### config.mk
export PLATFORM = sky130hd
export DESIGN_NAME = touch_sample_averager_lockout
export DESIGN_NICKNAME = d
export VERILOG_FILES = /design/src/sv/tsal_pkg.sv /design/src/sv/touch_sample_averager_lockout.sv
export SDC_FILE = /design/constraint.sdc
export NUM_CORES = 1
export LEC_CHECK = 0
export BUFFER_PORTS_ARGS = -buffer_cell sky130_fd_sc_hd__buf_2
export CAP_MARGIN = 40
export CORE_ASPECT_RATIO = 2
export CORE_UTILIZATION = 44
export CTS_CLUSTER_DIAMETER = 40
export DETAILED_ROUTE_END_ITERATION = 8
export GPL_ROUTABILITY_DRIVEN = 0
export HOLD_SLACK_MARGIN = 0.02
export PLACE_DENSITY = 0.68
export SLEW_MARGIN = 30
export SYNTH_ARGS = -nofsm -noshare
export SYNTH_HDL_FRONTEND = slang
export SYNTH_SLANG_ARGS = --single-unit
export TNS_END_PERCENT = 30
### constraint.sdc
create_clock -name clk -period 5.6 [get_ports clk]
set_input_delay 0.28 -clock clk [delete_from_list [all_inputs] [get_ports clk]]
set_output_delay 0.28 -clock clk [all_outputs]
set_load 0.02 [all_outputs]
### src/sv/tsal_pkg.sv
// package for the touch sample averager: codes, control word and microprogram
package tsal_pkg;

  localparam int unsigned WORD_W   = 16;
  localparam int unsigned SHIFT    = 3;
  localparam int unsigned AVG_W    = WORD_W - SHIFT;
  localparam int unsigned CNT_W    = 8;
  localparam int unsigned SUM_W    = AVG_W + CNT_W;
  localparam int unsigned TICK_W   = 16;
  localparam int unsigned NCH      = 4;
  localparam int unsigned CH_W     = $clog2(NCH);
  localparam int unsigned BIT_W    = $clog2(AVG_W);
  localparam int unsigned PC_W     = 3;
  localparam int unsigned CFG_IDX_W = 1;
  localparam int unsigned CFG_DAT_W = 16;

  localparam logic [CNT_W-1:0]  MAX_SAMPLES_RST   = 8'd200;
  localparam logic [TICK_W-1:0] LOCKOUT_TICKS_RST = 16'd500;

  localparam logic [CFG_IDX_W-1:0] CFG_MAX_SAMPLES   = 1'b0;
  localparam logic [CFG_IDX_W-1:0] CFG_LOCKOUT_TICKS = 1'b1;

  localparam logic REQ_SET  = 1'b0;
  localparam logic REQ_TICK = 1'b1;

  typedef enum logic [3:0] {
    MODE_IDLE         = 4'b0001,
    MODE_CAPTURE      = 4'b0010,
    MODE_WAIT_RELEASE = 4'b0100,
    MODE_LOCKOUT      = 4'b1000
  } mode_t;

  typedef enum logic [2:0] {
    C_NEXT,
    C_ALWAYS,
    C_NO_ACCEPT,
    C_NO_EMIT,
    C_BIT_MORE,
    C_CH_MORE,
    C_OUT_BUSY
  } cond_t;

  typedef struct packed {
    logic            in_rdy;
    logic            eval;
    logic            div_load;
    logic            div_step;
    logic            div_store;
    logic            out_load;
    cond_t           cond;
    logic [PC_W-1:0] tgt;
  } ctl_t;

  localparam logic [PC_W-1:0] PC_IDLE  = 3'd0;
  localparam logic [PC_W-1:0] PC_EVAL  = 3'd1;
  localparam logic [PC_W-1:0] PC_LOAD  = 3'd2;
  localparam logic [PC_W-1:0] PC_STEP  = 3'd3;
  localparam logic [PC_W-1:0] PC_STORE = 3'd4;
  localparam logic [PC_W-1:0] PC_OUT   = 3'd5;
  localparam logic [PC_W-1:0] PC_BACK  = 3'd6;

  function automatic ctl_t ucode(input logic [PC_W-1:0] pc);
    ctl_t w;
    w = '{in_rdy: 1'b0, eval: 1'b0, div_load: 1'b0, div_step: 1'b0,
          div_store: 1'b0, out_load: 1'b0, cond: C_ALWAYS, tgt: PC_IDLE};
    case (pc)
      PC_IDLE: begin
        w.in_rdy = 1'b1;
        w.cond   = C_NO_ACCEPT;
        w.tgt    = PC_IDLE;
      end
      PC_EVAL: begin
        w.eval = 1'b1;
        w.cond = C_NO_EMIT;
        w.tgt  = PC_IDLE;
      end
      PC_LOAD: begin
        w.div_load = 1'b1;
        w.cond     = C_NEXT;
      end
      PC_STEP: begin
        w.div_step = 1'b1;
        w.cond     = C_BIT_MORE;
        w.tgt      = PC_STEP;
      end
      PC_STORE: begin
        w.div_store = 1'b1;
        w.cond      = C_CH_MORE;
        w.tgt       = PC_LOAD;
      end
      PC_OUT: begin
        w.out_load = 1'b1;
        w.cond     = C_OUT_BUSY;
        w.tgt      = PC_OUT;
      end
      PC_BACK: begin
        w.cond = C_ALWAYS;
        w.tgt  = PC_IDLE;
      end
      default: begin
        w.cond = C_ALWAYS;
        w.tgt  = PC_IDLE;
      end
    endcase
    return w;
  endfunction

endpackage

### src/sv/touch_sample_averager_lockout.sv
// Touch sample averager with release lockout, microcoded top level.
// A tick, or a set that ends no capture, is accepted and evaluated, then the block returns to
// idle. A set that ends a capture is accepted and evaluated, then the four averages come from
// one shared restoring divider, 13 iterations per channel plus a load and a store step, then
// an output load and a return step follow before the next beat is taken. The result then sits
// in an output register while the next beat is accepted; a second result waits only if the
// first has not yet been taken. Configuration writes are always ready and should be issued
// only while the block is idle.
module touch_sample_averager_lockout
  import tsal_pkg::*;
(
  input  logic                 clk,
  input  logic                 rst_n,
  input  logic                 in_valid,
  output logic                 in_stall,
  input  logic                 in_req_type,
  input  logic                 in_pen_down,
  input  logic [WORD_W-1:0]    in_x_word,
  input  logic [WORD_W-1:0]    in_y_word,
  input  logic [WORD_W-1:0]    in_z1_word,
  input  logic [WORD_W-1:0]    in_z2_word,
  output logic                 out_valid,
  input  logic                 out_stall,
  output logic [AVG_W-1:0]     out_avg_x,
  output logic [AVG_W-1:0]     out_avg_y,
  output logic [AVG_W-1:0]     out_avg_z1,
  output logic [AVG_W-1:0]     out_avg_z2,
  output logic [CNT_W-1:0]     out_sample_count,
  input  logic                 cfg_valid,
  output logic                 cfg_ready,
  input  logic [CFG_IDX_W-1:0] cfg_index,
  input  logic [CFG_DAT_W-1:0] cfg_data
);

  logic [PC_W-1:0]   pc_r, pc_nxt;
  ctl_t              ctl;
  logic              jmp;
  logic              in_acc;

  logic [CNT_W-1:0]  max_samples_r;
  logic [TICK_W-1:0] lockout_ticks_r;

  logic              req_r;
  logic              pen_r;
  logic [AVG_W-1:0]  w_r [NCH];

  mode_t             mode_r, mode_nxt;
  logic [SUM_W-1:0]  sum_r [NCH];
  logic [SUM_W-1:0]  sum_nxt [NCH];
  logic [CNT_W-1:0]  cnt_r, cnt_nxt;
  logic [TICK_W-1:0] left_r, left_nxt;
  logic [CNT_W-1:0]  limit;
  logic              emit;
  logic              accum;

  logic [CH_W-1:0]   ch_r;
  logic [BIT_W-1:0]  bit_r;
  logic [CNT_W-1:0]  rem_r;
  logic [AVG_W-1:0]  dvd_r;
  logic [AVG_W-1:0]  quo_r;
  logic [CNT_W:0]    trial;
  logic              qbit;
  logic [SUM_W-1:0]  sum_sel;
  logic [AVG_W-1:0]  avg_r [NCH];
  logic              out_busy;

  assign ctl       = ucode(pc_r);
  assign in_stall  = ~ctl.in_rdy;
  assign in_acc    = in_valid & ctl.in_rdy;
  assign cfg_ready = 1'b1;
  assign out_busy  = out_valid & out_stall;

  // item evaluation
  always_comb begin
    mode_nxt = mode_r;
    left_nxt = left_r;
    cnt_nxt  = cnt_r;
    emit     = 1'b0;
    accum    = 1'b0;
    limit    = (max_samples_r == '0) ? CNT_W'(1) : max_samples_r;
    for (int k = 0; k < NCH; k++) sum_nxt[k] = sum_r[k];
    if (req_r == REQ_TICK) begin
      if (mode_r == MODE_LOCKOUT) begin
        if (left_r <= TICK_W'(1)) begin
          left_nxt = '0;
          mode_nxt = MODE_IDLE;
        end else begin
          left_nxt = left_r - TICK_W'(1);
        end
      end
    end else begin
      case (mode_r)
        MODE_WAIT_RELEASE: begin
          if (!pen_r) begin
            mode_nxt = (lockout_ticks_r == '0) ? MODE_IDLE : MODE_LOCKOUT;
            left_nxt = lockout_ticks_r;
          end
        end
        MODE_IDLE: begin
          if (pen_r) begin
            accum = 1'b1;
            for (int k = 0; k < NCH; k++) sum_nxt[k] = SUM_W'(w_r[k]);
            cnt_nxt = CNT_W'(1);
          end
        end
        MODE_CAPTURE: begin
          accum = 1'b1;
          for (int k = 0; k < NCH; k++) sum_nxt[k] = sum_r[k] + SUM_W'(w_r[k]);
          cnt_nxt = cnt_r + CNT_W'(1);
        end
        default: ;
      endcase
      if (accum) begin
        mode_nxt = MODE_CAPTURE;
        if (!pen_r || cnt_nxt >= limit) begin
          emit = 1'b1;
          if (pen_r) begin
            mode_nxt = MODE_WAIT_RELEASE;
          end else begin
            mode_nxt = (lockout_ticks_r == '0) ? MODE_IDLE : MODE_LOCKOUT;
            left_nxt = lockout_ticks_r;
          end
        end
      end
    end
  end

  // sequencer
  always_comb begin
    case (ctl.cond)
      C_NEXT:      jmp = 1'b0;
      C_ALWAYS:    jmp = 1'b1;
      C_NO_ACCEPT: jmp = ~in_acc;
      C_NO_EMIT:   jmp = ~emit;
      C_BIT_MORE:  jmp = (bit_r != '0);
      C_CH_MORE:   jmp = (ch_r != CH_W'(NCH - 1));
      C_OUT_BUSY:  jmp = out_busy;
      default:     jmp = 1'b1;
    endcase
    pc_nxt = jmp ? ctl.tgt : pc_r + PC_W'(1);
  end

  // divider step
  assign sum_sel = sum_r[ch_r];
  assign trial   = {rem_r, dvd_r[AVG_W-1]};
  assign qbit    = (trial >= {1'b0, cnt_r});

  always_ff @(posedge clk) begin
    if (!rst_n) begin
      pc_r            <= PC_IDLE;
      mode_r          <= MODE_IDLE;
      cnt_r           <= '0;
      left_r          <= '0;
      out_valid       <= 1'b0;
      max_samples_r   <= MAX_SAMPLES_RST;
      lockout_ticks_r <= LOCKOUT_TICKS_RST;
      for (int k = 0; k < NCH; k++) sum_r[k] <= '0;
    end else begin
      pc_r <= pc_nxt;
      if (cfg_valid && cfg_ready) begin
        case (cfg_index)
          CFG_MAX_SAMPLES:   max_samples_r   <= cfg_data[CNT_W-1:0];
          CFG_LOCKOUT_TICKS: lockout_ticks_r <= cfg_data[TICK_W-1:0];
          default: ;
        endcase
      end
      if (ctl.eval) begin
        mode_r <= mode_nxt;
        cnt_r  <= cnt_nxt;
        left_r <= left_nxt;
        for (int k = 0; k < NCH; k++) sum_r[k] <= sum_nxt[k];
      end
      if (ctl.out_load && !out_busy) begin
        out_valid <= 1'b1;
      end else if (out_valid && !out_stall) begin
        out_valid <= 1'b0;
      end
    end
  end

  // payload and divider registers
  always_ff @(posedge clk) begin
    if (in_acc) begin
      req_r  <= in_req_type;
      pen_r  <= in_pen_down;
      w_r[0] <= in_x_word[WORD_W-1:SHIFT];
      w_r[1] <= in_y_word[WORD_W-1:SHIFT];
      w_r[2] <= in_z1_word[WORD_W-1:SHIFT];
      w_r[3] <= in_z2_word[WORD_W-1:SHIFT];
    end
    if (ctl.eval) ch_r <= '0;
    if (ctl.div_load) begin
      rem_r <= sum_sel[SUM_W-1:AVG_W];
      dvd_r <= sum_sel[AVG_W-1:0];
      bit_r <= BIT_W'(AVG_W - 1);
    end
    if (ctl.div_step) begin
      rem_r <= qbit ? CNT_W'(trial - {1'b0, cnt_r}) : trial[CNT_W-1:0];
      dvd_r <= {dvd_r[AVG_W-2:0], 1'b0};
      quo_r <= {quo_r[AVG_W-2:0], qbit};
      bit_r <= bit_r - BIT_W'(1);
    end
    if (ctl.div_store) begin
      avg_r[ch_r] <= quo_r;
      ch_r        <= ch_r + CH_W'(1);
    end
    if (ctl.out_load && !out_busy) begin
      out_avg_x        <= avg_r[0];
      out_avg_y        <= avg_r[1];
      out_avg_z1       <= avg_r[2];
      out_avg_z2       <= avg_r[3];
      out_sample_count <= cnt_r;
    end
  end

endmodule
==> out/qor.yml <==
synthesis:
  synth-xor-area-share: 0.0330
  syn-instance-count: 1469
  synth_area_sq_um: 17000
  synth-compound-area-share: 0.134
  yosysUniqueCellTypes: 73
  ys_seq_elements: 348
  yosys.area_share.simple: 0.124
  synth_flop_cell: "edfxtp_1"
  synth.yosys.warnings: 0
  avgSynthCellArea_sq_um: 11.6
  synth_edf_count: 289
  synthMuxAreaShare: 0.0379
  synth_fa_ha_area_frac: 0.0655
  synth.yosys.seq_area_share: 0.580
  synth_top_family_by_area: "compound AO/OA/AOI/OAI gates"
  async_reset_ff_frac: 0
  syn_nets: 1643
floorplanning:
  die_h_microns: 280
  io_pins: 151
  dieWidth_microns: 141
  coreArea_sq_um: 38000
  die-area_sq_um: 39500
  rows: 101
  start_util: 0.447
clock_network:
  cts_tree: "done"
  numCtsBuffers: 37
  clock_latency_ps: 540
  h-tree-depth: 2
  post-cts-setup-buffers: 0
  clk_pin_slew_ps: 70
  ctsResizeCount: 0
  root_buffer: "clkbuf_16"
  clk_path_buf_depth: 3
  cts_sinks: 348
timing:
  fin_setup_tns_ps: 0
  tightest_slew_ps: 824
  post-route-period-util: 0.664
  drv_slew: 0
  grt_setup_unrepaired: "false"
  min_period_ps: 3720
  finalHoldViolCount: 0
  finalSetupViolCount: 0
  hold_slack_ps: 53.2
  clock_skew_ps: 13.0
  slew_headroom: 0.446
  max_freq_mhz: 269
finish:
  antenna_cells: 0
  final_util: 0.532
  drive_gt1_frac: 0.151
  syn_to_final_growth_pct: 19.1
  nets: 1848
  final_common_cell: "edfxtp_1"
  mostFrequentLayoutCells: "edfxtp_1, nand2_1, buf_2"
global_route:
  track_usage: 0.206
  grt_pass1_vias: 12740
  grt_overflow: 0
  grt_max_degree: 61
  grt_pass1_wl_microns: 63800
  antenna_found_initial: 0
setup_path:
  cp-start-kind: "flip-flop"
  cp.required_ps: 6050
  arrival_ps: 4170
  worstPathMaxFanout: 21
  end_kind: "flip-flop"
  path_class: "reg -> reg"
placed_design:
  dp_hpwl_microns: 27700
  portBuffers: 137
routing:
  routed_via_density: 5.53
  dr.pass1.iters: 7
  wl_per_cell_microns: 17.8
  drc: 0
  drtIter0Drc: 625
  ant_nets: 0
  wirelength_microns: 39400
  vias: 12268
hold_path:
  hold_class: "in -> reg"
job:
  max-cap-violations: 0
power_and_ir_drop:
  power.static_leakage_nw: 7.63
  cellPowerDensity_nw_per_um2: 390
  vdd_drop_max_mv: 0.300
outcome:
  status: "completed"
## timing repair
action / 4_1_cts / 5_1_grt
endpoints found under the hold margin: 76 / 0
setup endpoints to repair: 0 / 0
hold buffers: 70 / 0
## critical path, cell delays in order (launching register included)
cell,delay (ps)
edfxtp_1,320
buf_4,320
inv_1,150
or3_1,400
nor3_1,220
nor2_1,150
o21ai_0,160
o21ai_0,160
ha_1,350
a21oi_1,120
o21ai_0,90
a21oi_1,230
o21a_1,180
nand2_1,70
a22oi_1,410
nor2_1,80
a311oi_1,240
## final timing paths
kind / startpoint / endpoint / slack, ps / cells past startpoint
worst max-delay path: pen_r / pc_r[0] / 1880 / 16
worst min-delay path: out_stall / out_valid / 50 / 3
worst max register to register: pen_r / pc_r[0] / 1880 / 16
worst min register to register: avg_r[2][12] / out_avg_z1[12] / 420 / 0
## state kept, by name (all words and copies together), names as in the netlist, 2 cells and up, named ones only
name,count
sum_r,84
avg_r,52
w_r,52
lockout_ticks_r,16
dvd_r,13
out_avg_x,13
out_avg_y,13
out_avg_z1,13
out_avg_z2,13
quo_r,13
cnt_r,8
max_samples_r,8
out_sample_count,8
rem_r,8
bit_r,4
mode_r,4
pc_r,3
ch_r,2
## per-layer routing
layer / GRT usage / vias up / part of all wire
met5: 0 / - / 0
met4: 0.110 / 0 / 0.047
met3: 0.0234 / 113 / 0.032
met2: 0.413 / 353 / 0.57
met1: 0.201 / 5925 / 0.35
li1: - / 5877 / -
## logic make-up (layout without fill, tap and decap cells)
| logic type | Yosys count | count (layout) |
|---|---|---|
| AOI/OAI and AO/OA | 360 | 360 |
| xor gates and xnor gates | 64 | 64 |
| adders and majority gates | 86 | 86 |
| buffers and inverters | 113 | 347 |
| DFF | 348 | 348 |
| muxes | 38 | 38 |
| other | 1 | 1 |
| and+or+nand+nor | 459 | 459 |
## Yosys cell counts, drive strengths merged, types with 7 or more instances
cell type,count,area share
nand2b,16,0.0059
nand3,36,0.011
a22o,12,0.0062
mux4,21,0.028
nor2,124,0.027
o22ai,7,0.0026
a21oi,121,0.036
buf,15,0.0043
and3,17,0.0063
or3,19,0.0073
xor2,29,0.015
nand4,8,0.0029
dfxtp,59,0.069
clkbuf,40,0.0088
o21a,16,0.0071
nor3,24,0.0077
a211oi,19,0.0084
o21ai,89,0.027
a21o,16,0.0071
ha,81,0.060
edfxtp,289,0.51
o211ai,12,0.0053
o31ai,8,0.0035
nand2,172,0.038
mux2i,16,0.0094
nor2b,16,0.0059
a31oi,11,0.0040
inv,58,0.013
xnor2,35,0.018
## final cells by class
| cell class | instances | area [sq um] |
|---|---|---|
| clock buffer | 41 | 983 |
| clock inverter | 27 | 297 |
| fill | 3246 | 17800 |
| inverter | 58 | 218 |
| multi-input combinational | 1008 | 6730 |
| sequential | 348 | 9860 |
| tap | 515 | 644 |
| timing repair buffer | 221 | 1520 |
## per-stage QoR
step | instances | power [mW] | cell area (sq um) | setup slack, ps
after floorplan | 1469 | 4.78 | 17000 | 848
after global placement | 2079 | 5.24 | 18200 | 2000
after detailed placement | 2080 | 5.32 | 18300 | 1920
after CTS | 2218 | 7.94 | 20200 | 1930
after global routing | 2218 | 8.28 | 20200 | 1420
final | 2218 | 7.89 | 20200 | 1880
## power breakdown
part           internal, mW  switching (mW)
Clock                  1.46            1.12
Sequential             3.15           0.216
Combinational         0.820            1.13
Total                  5.43            2.47
No activity file was read; power rests on OpenSTA's default activity.
